--- config.mk ---
export PLATFORM = sky130hd
export DESIGN_NAME = alpha_blend_blit_flat
export DESIGN_NICKNAME = d
export VERILOG_FILES = /design/src/abb_pkg.sv /design/src/abb_if.sv /design/src/alpha_blend_blit.sv /design/src/abb_lane.sv /design/src/abb_walker.sv /design/src/flat_wrapper.sv
export SDC_FILE = /design/constraint.sdc
export NUM_CORES = 2
export LEC_CHECK = 0
export BUFFER_PORTS_ARGS = -buffer_cell sky130_fd_sc_hd__buf_2
export CORE_AREA = 2 2 273 275
export CTS_CLUSTER_DIAMETER = 200
export CTS_CLUSTER_SIZE = 16
export DETAILED_ROUTE_END_ITERATION = 8
export DIE_AREA = 0 0 275 277
export GPL_TIMING_DRIVEN = 0
export PLACE_DENSITY = 0.69
export SYNTH_ARGS = -nofsm -noshare
export SYNTH_HDL_FRONTEND = slang
export SYNTH_HIERARCHICAL = 1
export SYNTH_SLANG_ARGS = --single-unit
--- constraint.sdc ---
create_clock -name clk -period 9.8 [get_ports clk]
set_input_delay 2.45 -clock clk [delete_from_list [all_inputs] [get_ports clk]]
set_output_delay 2.45 -clock clk [all_outputs]
set_load 0.05 [all_outputs]
--- src/abb_pkg.sv ---
// ----------------------------------------------------------------------------
// abb_pkg: shared types and constants of the alpha blend blitter
// Pixel and register field widths, register indexes and the register set.
// ----------------------------------------------------------------------------
package abb_pkg;

  localparam int BYTE_W      = 8;
  localparam int NUM_LANES   = 3;
  localparam int PIXEL_W     = (NUM_LANES + 1) * BYTE_W;
  localparam int SIZE_W      = 13;
  localparam int ORIGIN_W    = 24;
  localparam int CFG_DATA_W  = 24;
  localparam int CFG_INDEX_W = 3;

  // Alpha byte written on every blended pixel.
  localparam logic [BYTE_W-1:0] OPAQUE_ALPHA = 8'hFF;

  typedef enum logic [CFG_INDEX_W-1:0] {
    REG_BLEND_ENABLE = 3'd0,
    REG_RECT_WIDTH   = 3'd1,
    REG_RECT_HEIGHT  = 3'd2,
    REG_DST_STRIDE   = 3'd3,
    REG_SRC_STRIDE   = 3'd4,
    REG_DST_ORIGIN   = 3'd5,
    REG_SRC_ORIGIN   = 3'd6
  } cfg_reg_t;

  typedef struct packed {
    logic                blend_enable;
    logic [SIZE_W-1:0]   rect_width;
    logic [SIZE_W-1:0]   rect_height;
    logic [SIZE_W-1:0]   dst_stride;
    logic [SIZE_W-1:0]   src_stride;
    logic [ORIGIN_W-1:0] dst_origin;
    logic [ORIGIN_W-1:0] src_origin;
  } cfg_t;

  localparam cfg_t CFG_RESET = '{
    blend_enable: 1'b0,
    rect_width:   SIZE_W'(1),
    rect_height:  SIZE_W'(1),
    dst_stride:   SIZE_W'(1),
    src_stride:   SIZE_W'(1),
    dst_origin:   '0,
    src_origin:   '0
  };

endpackage

--- src/abb_if.sv ---
// ----------------------------------------------------------------------------
// abb_if: valid/ready channels of the alpha blend blitter
// The pixel pair input channel and the result output channel.
// ----------------------------------------------------------------------------
interface abb_in_if;
  import abb_pkg::*;

  logic               valid;
  logic               ready;
  logic [PIXEL_W-1:0] src_pixel;
  logic [PIXEL_W-1:0] dst_pixel;

  modport source (output valid, output src_pixel, output dst_pixel, input ready);
  modport sink   (input valid, input src_pixel, input dst_pixel, output ready);
endinterface

interface abb_out_if #(
  parameter int ADDR_BITS = 24
);
  import abb_pkg::*;

  logic                 valid;
  logic                 ready;
  logic [ADDR_BITS-1:0] dst_address;
  logic [ADDR_BITS-1:0] src_address;
  logic [PIXEL_W-1:0]   pixel_out;
  logic                 last;

  modport source (output valid, output dst_address, output src_address,
                  output pixel_out, output last, input ready);
  modport sink   (input valid, input dst_address, input src_address,
                  input pixel_out, input last, output ready);
endinterface

--- src/alpha_blend_blit.sv ---
// ----------------------------------------------------------------------------
// alpha_blend_blit: rectangle blit pixel engine with source-over alpha blend
// Every input transaction carries a source and a destination pixel word. The
// engine walks the configured rectangle column by column (x outer, y inner)
// and answers each input transaction with one output transaction: the
// destination and source pixel addresses of the current position (origin +
// x + y * stride, wrapping at 2^ADDR_BITS), the pixel word to write and a
// last flag on the final pixel of the rectangle. With blending on, the three
// color bytes are mixed with the source alpha by three parallel byte lanes
// and the alpha byte is forced opaque; with blending off the source word is
// copied. The engine takes one transaction per clock cycle while its skid
// register is empty; each result is registered in the output register, or in
// the skid register while the output stalls. The combinational path is set
// by the color lanes (two subtracts, one 9 by 9 bit multiply and three adds
// each) and by the two row-offset multipliers of the address walker. The
// output holds two results (output register plus a skid register), so the
// input stays ready while one finished result waits to be taken. The user
// must write registers through the cfg_ port only while the engine is idle;
// the block does not enforce it. A write does not restart the walk, and after
// the final pixel the walk starts over. No start-up pass is needed after
// reset. ADDR_BITS must match the parameter of the output interface instance.
// ----------------------------------------------------------------------------
module alpha_blend_blit #(
  parameter int MAX_DIM   = 4096,
  parameter int ADDR_BITS = 24
) (
  input  logic                               clk,
  input  logic                               rst_n,
  input  logic                               cfg_we,
  input  logic [abb_pkg::CFG_INDEX_W-1:0]    cfg_index,
  input  logic [abb_pkg::CFG_DATA_W-1:0]     cfg_data,
  abb_in_if.sink                             in_ch,
  abb_out_if.source                          out_ch
);
  import abb_pkg::*;

  // --------------------------------------------------------------------------
  // Register file. Writes to an index past the last register are dropped.
  // --------------------------------------------------------------------------
  cfg_t cfg_r, cfg_nxt;

  always_comb begin
    cfg_nxt = cfg_r;
    if (cfg_we) begin
      case (cfg_index)
        REG_BLEND_ENABLE: cfg_nxt.blend_enable = cfg_data[0];
        REG_RECT_WIDTH:   cfg_nxt.rect_width   = cfg_data[SIZE_W-1:0];
        REG_RECT_HEIGHT:  cfg_nxt.rect_height  = cfg_data[SIZE_W-1:0];
        REG_DST_STRIDE:   cfg_nxt.dst_stride   = cfg_data[SIZE_W-1:0];
        REG_SRC_STRIDE:   cfg_nxt.src_stride   = cfg_data[SIZE_W-1:0];
        REG_DST_ORIGIN:   cfg_nxt.dst_origin   = cfg_data[ORIGIN_W-1:0];
        REG_SRC_ORIGIN:   cfg_nxt.src_origin   = cfg_data[ORIGIN_W-1:0];
        default: ;
      endcase
    end
  end

  always_ff @(posedge clk) begin
    if (!rst_n) begin
      cfg_r <= CFG_RESET;
    end else begin
      cfg_r <= cfg_nxt;
    end
  end

  // --------------------------------------------------------------------------
  // Handshake. The input is refused only when both result slots are full.
  // --------------------------------------------------------------------------
  logic in_ready;
  logic in_fire;
  logic out_free;
  logic out_valid_r, out_valid_nxt;
  logic skid_valid_r, skid_valid_nxt;

  assign in_ready = ~skid_valid_r;
  assign in_fire  = in_ch.valid & in_ready;
  assign out_free = ~out_valid_r | out_ch.ready;

  // --------------------------------------------------------------------------
  // Address walker: advances once per accepted transaction.
  // --------------------------------------------------------------------------
  logic [ADDR_BITS-1:0] walk_dst_addr;
  logic [ADDR_BITS-1:0] walk_src_addr;
  logic                 walk_last;

  abb_walker #(
    .MAX_DIM   (MAX_DIM),
    .ADDR_BITS (ADDR_BITS)
  ) u_walker (
    .clk      (clk),
    .rst_n    (rst_n),
    .cfg      (cfg_r),
    .step     (in_fire),
    .dst_addr (walk_dst_addr),
    .src_addr (walk_src_addr),
    .last     (walk_last)
  );

  // --------------------------------------------------------------------------
  // Color lanes, one per color byte, all sharing the source alpha.
  // --------------------------------------------------------------------------
  logic [BYTE_W-1:0]           src_alpha;
  logic [NUM_LANES*BYTE_W-1:0] lane_bytes;
  logic [PIXEL_W-1:0]          pixel_new;

  assign src_alpha = in_ch.src_pixel[PIXEL_W-1 -: BYTE_W];

  for (genvar i = 0; i < NUM_LANES; i++) begin : g_lane
    abb_lane u_lane (
      .src_byte (in_ch.src_pixel[i*BYTE_W +: BYTE_W]),
      .dst_byte (in_ch.dst_pixel[i*BYTE_W +: BYTE_W]),
      .alpha    (src_alpha),
      .mix_byte (lane_bytes[i*BYTE_W +: BYTE_W])
    );
  end

  // Merge: blended bytes with an opaque alpha, or the source word as it is.
  assign pixel_new = cfg_r.blend_enable ? {OPAQUE_ALPHA, lane_bytes} : in_ch.src_pixel;

  // --------------------------------------------------------------------------
  // Output register and skid register. A new result goes to the output
  // register when that slot frees up in this cycle, otherwise to the skid
  // register, which drains into the output register ahead of any new result.
  // --------------------------------------------------------------------------
  logic [ADDR_BITS-1:0] out_dst_r, out_dst_nxt, skid_dst_r, skid_dst_nxt;
  logic [ADDR_BITS-1:0] out_src_r, out_src_nxt, skid_src_r, skid_src_nxt;
  logic [PIXEL_W-1:0]   out_pix_r, out_pix_nxt, skid_pix_r, skid_pix_nxt;
  logic                 out_last_r, out_last_nxt, skid_last_r, skid_last_nxt;

  always_comb begin
    out_valid_nxt  = out_valid_r;
    skid_valid_nxt = skid_valid_r;
    out_dst_nxt    = out_dst_r;
    out_src_nxt    = out_src_r;
    out_pix_nxt    = out_pix_r;
    out_last_nxt   = out_last_r;
    skid_dst_nxt   = skid_dst_r;
    skid_src_nxt   = skid_src_r;
    skid_pix_nxt   = skid_pix_r;
    skid_last_nxt  = skid_last_r;
    if (out_free) begin
      if (skid_valid_r) begin
        out_valid_nxt  = 1'b1;
        skid_valid_nxt = 1'b0;
        out_dst_nxt    = skid_dst_r;
        out_src_nxt    = skid_src_r;
        out_pix_nxt    = skid_pix_r;
        out_last_nxt   = skid_last_r;
      end else if (in_fire) begin
        out_valid_nxt = 1'b1;
        out_dst_nxt   = walk_dst_addr;
        out_src_nxt   = walk_src_addr;
        out_pix_nxt   = pixel_new;
        out_last_nxt  = walk_last;
      end else begin
        out_valid_nxt = 1'b0;
      end
    end else if (in_fire) begin
      skid_valid_nxt = 1'b1;
      skid_dst_nxt   = walk_dst_addr;
      skid_src_nxt   = walk_src_addr;
      skid_pix_nxt   = pixel_new;
      skid_last_nxt  = walk_last;
    end
  end

  always_ff @(posedge clk) begin
    if (!rst_n) begin
      out_valid_r  <= 1'b0;
      skid_valid_r <= 1'b0;
    end else begin
      out_valid_r  <= out_valid_nxt;
      skid_valid_r <= skid_valid_nxt;
    end
  end

  always_ff @(posedge clk) begin
    out_dst_r   <= out_dst_nxt;
    out_src_r   <= out_src_nxt;
    out_pix_r   <= out_pix_nxt;
    out_last_r  <= out_last_nxt;
    skid_dst_r  <= skid_dst_nxt;
    skid_src_r  <= skid_src_nxt;
    skid_pix_r  <= skid_pix_nxt;
    skid_last_r <= skid_last_nxt;
  end

  assign in_ch.ready        = in_ready;
  assign out_ch.valid       = out_valid_r;
  assign out_ch.dst_address = out_dst_r;
  assign out_ch.src_address = out_src_r;
  assign out_ch.pixel_out   = out_pix_r;
  assign out_ch.last        = out_last_r;

endmodule

--- src/abb_lane.sv ---
// ----------------------------------------------------------------------------
// abb_lane: one color channel of the source-over blend
// Computes (a*src + (255-a)*dst) / 255, truncated, for one byte.
// ----------------------------------------------------------------------------
module abb_lane (
  input  logic [abb_pkg::BYTE_W-1:0] src_byte,
  input  logic [abb_pkg::BYTE_W-1:0] dst_byte,
  input  logic [abb_pkg::BYTE_W-1:0] alpha,
  output logic [abb_pkg::BYTE_W-1:0] mix_byte
);
  import abb_pkg::*;

  // a*s + (255-a)*d is rewritten as 255*d + a*(s-d): one small signed multiply.
  logic signed [BYTE_W:0]     diff;
  logic signed [2*BYTE_W+1:0] prod;
  logic signed [2*BYTE_W+1:0] sum;
  logic        [2*BYTE_W-1:0] num;
  logic        [2*BYTE_W:0]   quo_acc;

  assign diff = $signed({1'b0, src_byte}) - $signed({1'b0, dst_byte});
  assign prod = $signed({1'b0, alpha}) * diff;
  assign sum  = $signed({2'b00, dst_byte, {BYTE_W{1'b0}}})
              - $signed({{(BYTE_W+2){1'b0}}, dst_byte}) + prod;
  assign num  = sum[2*BYTE_W-1:0];

  // Exact truncating divide by 255 for a 16-bit numerator.
  assign quo_acc  = {1'b0, num} + (2*BYTE_W+1)'(1)
                  + {{(BYTE_W+1){1'b0}}, num[2*BYTE_W-1:BYTE_W]};
  assign mix_byte = quo_acc[2*BYTE_W-1:BYTE_W];

endmodule

--- src/abb_walker.sv ---
// ----------------------------------------------------------------------------
// abb_walker: column-major rectangle walker and address generator
// Holds the x and y counters and forms both pixel addresses for each step.
// ----------------------------------------------------------------------------
module abb_walker #(
  parameter int MAX_DIM   = 4096,
  parameter int ADDR_BITS = 24
) (
  input  logic                 clk,
  input  logic                 rst_n,
  input  abb_pkg::cfg_t        cfg,
  input  logic                 step,
  output logic [ADDR_BITS-1:0] dst_addr,
  output logic [ADDR_BITS-1:0] src_addr,
  output logic                 last
);
  import abb_pkg::*;

  localparam int CNT_W  = $clog2(MAX_DIM);
  localparam int DIM_W  = $clog2(MAX_DIM + 1);
  localparam int CMP_W  = ((DIM_W > SIZE_W) ? DIM_W : SIZE_W) + 1;
  localparam int PROD_W = CNT_W + SIZE_W;
  localparam int SUM_A  = (ADDR_BITS > PROD_W) ? ADDR_BITS : PROD_W;
  localparam int SUM_W  = (SUM_A > ORIGIN_W) ? SUM_A : ORIGIN_W;
  localparam logic [CMP_W-1:0] MAX_DIM_C = CMP_W'(MAX_DIM);

  // A size of zero acts as one and a size above the limit saturates.
  function automatic logic [CMP_W-1:0] eff_size(input logic [SIZE_W-1:0] v);
    logic [CMP_W-1:0] ve;
    ve = CMP_W'(v);
    if (v == '0) begin
      return CMP_W'(1);
    end else if (ve > MAX_DIM_C) begin
      return MAX_DIM_C;
    end
    return ve;
  endfunction

  logic [CNT_W-1:0]  col_count_r, col_count_nxt;
  logic [CNT_W-1:0]  row_count_r, row_count_nxt;
  logic [CMP_W-1:0]  eff_w, eff_h;
  logic              col_end, row_end;
  logic [PROD_W-1:0] dst_prod, src_prod;
  logic [SUM_W-1:0]  dst_sum, src_sum;

  assign eff_w = eff_size(cfg.rect_width);
  assign eff_h = eff_size(cfg.rect_height);

  // A counter left beyond a bound shrunk by a register write counts as ended.
  assign col_end = (CMP_W'(col_count_r) + CMP_W'(1)) >= eff_w;
  assign row_end = (CMP_W'(row_count_r) + CMP_W'(1)) >= eff_h;
  assign last    = col_end & row_end;

  assign dst_prod = {{SIZE_W{1'b0}}, row_count_r} * {{CNT_W{1'b0}}, cfg.dst_stride};
  assign src_prod = {{SIZE_W{1'b0}}, row_count_r} * {{CNT_W{1'b0}}, cfg.src_stride};

  assign dst_sum  = SUM_W'(cfg.dst_origin) + SUM_W'(col_count_r) + SUM_W'(dst_prod);
  assign src_sum  = SUM_W'(cfg.src_origin) + SUM_W'(col_count_r) + SUM_W'(src_prod);
  assign dst_addr = dst_sum[ADDR_BITS-1:0];
  assign src_addr = src_sum[ADDR_BITS-1:0];

  always_comb begin
    col_count_nxt = col_count_r;
    row_count_nxt = row_count_r;
    if (step) begin
      if (row_end) begin
        row_count_nxt = '0;
        col_count_nxt = col_end ? '0 : col_count_r + CNT_W'(1);
      end else begin
        row_count_nxt = row_count_r + CNT_W'(1);
      end
    end
  end

  always_ff @(posedge clk) begin
    if (!rst_n) begin
      col_count_r <= '0;
      row_count_r <= '0;
    end else begin
      col_count_r <= col_count_nxt;
      row_count_r <= row_count_nxt;
    end
  end

endmodule

--- src/flat_wrapper.sv ---
// flat-port wrapper written by rule: the top's interface ports become plain ports
module alpha_blend_blit_flat import abb_pkg::*;
#(
  parameter int MAX_DIM   = 4096,
  parameter int ADDR_BITS = 24
)
  (clk, rst_n, cfg_we, cfg_index, cfg_data, in_ch_valid, in_ch_src_pixel, in_ch_dst_pixel, in_ch_ready, out_ch_valid, out_ch_dst_address, out_ch_src_address, out_ch_pixel_out, out_ch_last, out_ch_ready);
  abb_in_if in_ch_i ();
  abb_out_if #(.ADDR_BITS(ADDR_BITS)) out_ch_i ();
  input  logic clk;
  input  logic rst_n;
  input  logic cfg_we;
  input  logic [abb_pkg::CFG_INDEX_W-1:0] cfg_index;
  input  logic [abb_pkg::CFG_DATA_W-1:0] cfg_data;
  input wire logic [$bits(in_ch_i.valid)-1:0] in_ch_valid;
  input wire logic [$bits(in_ch_i.src_pixel)-1:0] in_ch_src_pixel;
  input wire logic [$bits(in_ch_i.dst_pixel)-1:0] in_ch_dst_pixel;
  output wire logic [$bits(in_ch_i.ready)-1:0] in_ch_ready;
  output wire logic [$bits(out_ch_i.valid)-1:0] out_ch_valid;
  output wire logic [$bits(out_ch_i.dst_address)-1:0] out_ch_dst_address;
  output wire logic [$bits(out_ch_i.src_address)-1:0] out_ch_src_address;
  output wire logic [$bits(out_ch_i.pixel_out)-1:0] out_ch_pixel_out;
  output wire logic [$bits(out_ch_i.last)-1:0] out_ch_last;
  input wire logic [$bits(out_ch_i.ready)-1:0] out_ch_ready;
  assign in_ch_i.valid = in_ch_valid;
  assign in_ch_i.src_pixel = in_ch_src_pixel;
  assign in_ch_i.dst_pixel = in_ch_dst_pixel;
  assign in_ch_ready = in_ch_i.ready;
  assign out_ch_valid = out_ch_i.valid;
  assign out_ch_dst_address = out_ch_i.dst_address;
  assign out_ch_src_address = out_ch_i.src_address;
  assign out_ch_pixel_out = out_ch_i.pixel_out;
  assign out_ch_last = out_ch_i.last;
  assign out_ch_i.ready = out_ch_ready;
  alpha_blend_blit #(.MAX_DIM(MAX_DIM), .ADDR_BITS(ADDR_BITS)) u_core (.clk(clk), .rst_n(rst_n), .cfg_we(cfg_we), .cfg_index(cfg_index), .cfg_data(cfg_data), .in_ch(in_ch_i), .out_ch(out_ch_i));
endmodule
==> results.rst <==
.. list-table::
   :header-rows: 1

   * - Metric
     - Value
   * - Total vias in the final route
     - 26,964
   * - Worst Path Max Fanout
     - 4
   * - Slew Limit Fails
     - 0
   * - Buf/Inv on CP
     - 7
   * - Fraction of post-synthesis cell area in the top cell type by area
     - 24.9%
   * - Post-route ant nets
     - 0
   * - Io pins
     - 179
   * - Worst Tran Pin Value
     - 1010 ps
   * - Max frequency
     - 101 MHz
   * - Global-route wire length before repair
     - 150,000 um
   * - Synth-to-layout area growth
     - 14.8%
   * - Required @ worst endpoint
     - 10,150 ps
   * - Proportion of synthesized area in mux cells
     - 6.58%
   * - Basic-gate share of the synthesized area counting and, or, nand and nor cells
     - 14.9%
   * - Starting Density
     - 49.3%
   * - Met3 wire len
     - 5110 um
   * - Setup repair after global routing missed its margin
     - yes
   * - Flip-flop and latch count after synthesis
     - 289
   * - Violations in the final reports
     - negative setup slack
   * - Core Region
     - 0.0736 mm2
   * - Post-synthesis instance area
     - 0.0363 mm2
   * - CTS clock-pin slew for the worst setup and hold paths
     - 90 ps
   * - Ys flop type
     - sky130_fd_sc_hd__edfxtp_1
   * - FP Rows
     - 100
   * - Synthesized netlist cell count
     - 3,761
   * - Commonest cells in the netlist
     - sky130_fd_sc_hd__inv_1 (723), sky130_fd_sc_hd__fa_1 (451), sky130_fd_sc_hd__nand2_1 (425), sky130_fd_sc_hd__ha_1 (381), sky130_fd_sc_hd__and2_1 (233)
   * - TritonCTS clock tree
     - yes
   * - Total track usage
     - 25.0%
   * - Xor and xnor area share after synthesis
     - 3.89%
   * - Length of routed wiring on met1
     - 40,800 um
   * - Class of the tightest hold or removal check
     - reg -> reg
   * - Met2 wirelength from detailed routing
     - 45,700 um
   * - Largest net degree at the start of global routing
     - 51
   * - Proportion of layout cells with a drive suffix above 1
     - 17.3%
   * - Final Hold Vio Count
     - 0
   * - Register area share after synthesis
     - 20.4%
   * - Vias per inst
     - 5.33
   * - Syn_area_per_cell
     - 9.64 um2
   * - Vias in the first global route
     - 27,668
   * - Total wirelength of the detailed-routed design
     - 95,100 um
   * - Post-detailed-route DRC marker count
     - 0
   * - Post-synthesis compound-gate area fraction
     - 6.86%
   * - Netlist cell types
     - 89
   * - Iteration-0 DRC Markers
     - 1,746
   * - Overall overflow remaining after global route
     - 0
   * - Crit path top cell by count
     - sky130_fd_sc_hd__fa_1
   * - Width of the chip
     - 275 um
   * - Largest stage delay, worst path
     - 560 ps
   * - H-tree depth
     - 1
   * - Most frequent cell after synthesis
     - sky130_fd_sc_hd__inv_1
   * - Dominant combinational cell family by area after synthesis
     - adder cells
   * - Clock insertion delay at the later pin of the skew report
     - 580 ps
   * - Nets@finish
     - 5,006
   * - Clock root cell
     - sky130_fd_sc_hd__clkbuf_16
   * - Cell type of the slowest stage on the worst timing path
     - sky130_fd_sc_hd__fa_1
   * - Slew HR
     - 32.7%
   * - Final estimated routing congestion in global placement
     - 0.894
   * - Post-Synthesis Net Count
     - 4,689
   * - HPWL after DPL
     - 73,900 um
   * - Adder-Cell Fraction of Synth Area
     - 38.0%
   * - Async set or reset register ratio after synthesis
     - 0%
   * - DR WL/cell
     - 18.8 um
   * - Final worst slack
     - -123 ps
   * - Number of warnings reported in the yosys synthesis log
     - 6
   * - Gate family responsible for the most delay along the worst path
     - adder cells
   * - Maximum capacitance violations
     - 0
   * - Count of flip-flops with a built-in enable after synthesis
     - 162
   * - Highest layer used for signal routing
     - met4
   * - Worst Skew
     - 30.6 ps
   * - Worst setup SP type
     - primary input
   * - Port Buffer Count
     - 170
   * - Antenna violations before repair
     - 0
   * - Die Y
     - 277 um
   * - Crit end category
     - register
   * - Final Instance Count excl. Fillers
     - 5,062
   * - Tmin final
     - 9920 ps
   * - Number of hold buffers added after cts
     - 0
   * - Path type of the worst setup path
     - in -> reg
   * - DR pass1 iterations
     - 5
   * - CTS Sinks
     - 289
   * - Synth area leader
     - sky130_fd_sc_hd__fa_1
   * - CTS buffer count
     - 22
   * - CP arrival
     - 10,270 ps
   * - Final count of negative-setup-slack endpoints
     - 12
   * - Fill cell count
     - 6,404
   * - Post-route clock period utilization
     - 101%
   * - Bufs on Longest Clock Path
     - 3
   * - DP Cell Count
     - 4,909
   * - Run status
     - complete, but fails checks
   * - DIE AREA
     - 0.0762 mm2
   * - Cells taking the most area after synthesis
     - sky130_fd_sc_hd__fa_1 (25%), sky130_fd_sc_hd__edfxtp_1 (13%), sky130_fd_sc_hd__ha_1 (13%)
## layout by cell type (no fill, tap or decap), types with 25 or more instances in the layout
cell type / count
sky130_fd_sc_hd__a21o_1: 42
sky130_fd_sc_hd__a21oi_1: 69
sky130_fd_sc_hd__and2_1: 233
sky130_fd_sc_hd__buf_2: 175
sky130_fd_sc_hd__buf_4: 112
sky130_fd_sc_hd__buf_6: 25
sky130_fd_sc_hd__clkbuf_1: 112
sky130_fd_sc_hd__dfxtp_1: 127
sky130_fd_sc_hd__edfxtp_1: 162
sky130_fd_sc_hd__fa_1: 440
sky130_fd_sc_hd__ha_1: 340
sky130_fd_sc_hd__ha_4: 35
sky130_fd_sc_hd__inv_1: 695
sky130_fd_sc_hd__inv_2: 26
sky130_fd_sc_hd__mux2_2: 59
sky130_fd_sc_hd__mux2_4: 46
sky130_fd_sc_hd__mux2i_1: 105
sky130_fd_sc_hd__nand2_1: 416
sky130_fd_sc_hd__nand2b_1: 64
sky130_fd_sc_hd__nand3_1: 48
sky130_fd_sc_hd__nor2_1: 83
sky130_fd_sc_hd__nor2b_1: 46
sky130_fd_sc_hd__o21a_1: 32
sky130_fd_sc_hd__o21ai_0: 27
sky130_fd_sc_hd__xnor2_1: 84
sky130_fd_sc_hd__xor2_1: 43
## logic make-up (layout without fill, tap and decap cells)
kind of cell	after synthesis	after routing
compound gates	351	351
fa+ha+maj	832	832
xor+xnor	150	150
buf+inv	863	1193
simple gates	1066	1066
flops	289	289
mux	210	210
other cells	0	2
## worst reg2reg max path: stages (launching register included)
cell and delay [ps]:
sky130_fd_sc_hd__dfxtp_1 380, sky130_fd_sc_hd__clkbuf_1 480, sky130_fd_sc_hd__clkbuf_1 540, sky130_fd_sc_hd__and2_1 250, sky130_fd_sc_hd__fa_1 170, sky130_fd_sc_hd__inv_1 50
sky130_fd_sc_hd__fa_1 520, sky130_fd_sc_hd__inv_1 60, sky130_fd_sc_hd__fa_1 500, sky130_fd_sc_hd__inv_1 60, sky130_fd_sc_hd__fa_1 520, sky130_fd_sc_hd__inv_1 50
sky130_fd_sc_hd__fa_1 470, sky130_fd_sc_hd__inv_1 50, sky130_fd_sc_hd__fa_1 470, sky130_fd_sc_hd__inv_1 40, sky130_fd_sc_hd__ha_1 330, sky130_fd_sc_hd__a211o_1 320
sky130_fd_sc_hd__a211oi_2 390, sky130_fd_sc_hd__o31ai_2 240, sky130_fd_sc_hd__a41oi_2 300, sky130_fd_sc_hd__o21ai_1 170, sky130_fd_sc_hd__a311o_1 360, sky130_fd_sc_hd__xor2_1 160
sky130_fd_sc_hd__mux2_2 270
## worst paths after layout
kind / from / to / slack, ps / cells after the start
worst min-delay path: u_core/cfg_r[2]$_SDFFE_PN0P_ / u_core/cfg_r[2]$_SDFFE_PN0P_ / 460 / 2
worst max register to register: u_core/u_walker/row_count_r[0]$_SDFFE_PN0P_ / u_core/out_ch.dst_address[22]$_DFFE_PP_ / 2420 / 24
worst min register to register: u_core/cfg_r[2]$_SDFFE_PN0P_ / u_core/cfg_r[2]$_SDFFE_PN0P_ / 460 / 2
worst max-delay path: in_ch_src_pixel[8] / u_core/out_ch.pixel_out[12]$_DFFE_PP_ / -120 / 34
## metal layers
metal	GRT usage, %	vias to the layer above
li1	-	12615
met1	33.4	13438
met2	41.9	747
met3	2.98	164
met4	8.50	0
met5	0	-
## repair_timing
item	4_1_cts	5_1_grt
buffers inserted	76	41
resized for setup	114	116
pin swaps	105	100
endpoints found under the setup margin	48	45
## layout make-up
cell class / instances / area [um2] / share of cell area [%]
plain buffers: 134 / 676 / 1.62
inverters: 727 / 2770 / 6.65
clock buffers: 35 / 621 / 1.49
well taps: 969 / 1210 / 2.91
repair buffers: 295 / 2000 / 4.81
flip-flops and latches: 289 / 7410 / 17.8
clock inverters: 2 / 33.8 / 0.0812
diodes: 2 / 5.00 / 0.0120
multi-input cells: 2609 / 26900 / 64.6
## metrics by stage
step                      area [um2]  TNS [ps]  hold slack (ps)  util, %  setup slack (ps)
after floorplan                36800     -2150              438        -              -139
after global placement         38900   -392340              445     52.9             -4320
after detailed placement       39000    -48830              452     53.1             -1260
after CTS                      40800      -112              462     55.4             -42.6
after global routing           41600     -6580              485     56.6              -358
final                          41600      -777              460     56.6              -123
## sequential cells by signal (all words and copies together), names as in the netlist, 12 cells and up
signal	cells
u_core/u_walker/col_count_r	12
u_core/u_walker/row_count_r	12
u_core/cfg_r	101
u_core/out_ch.pixel_out	32
u_core/skid_dst_r	24
u_core/out_ch.src_address	24
u_core/skid_pix_r	32
u_core/out_ch.dst_address	24
u_core/skid_src_r	24
Power is not shown: default switching activity piles up to over one toggle a cycle in this logic, so the estimate is an artifact.
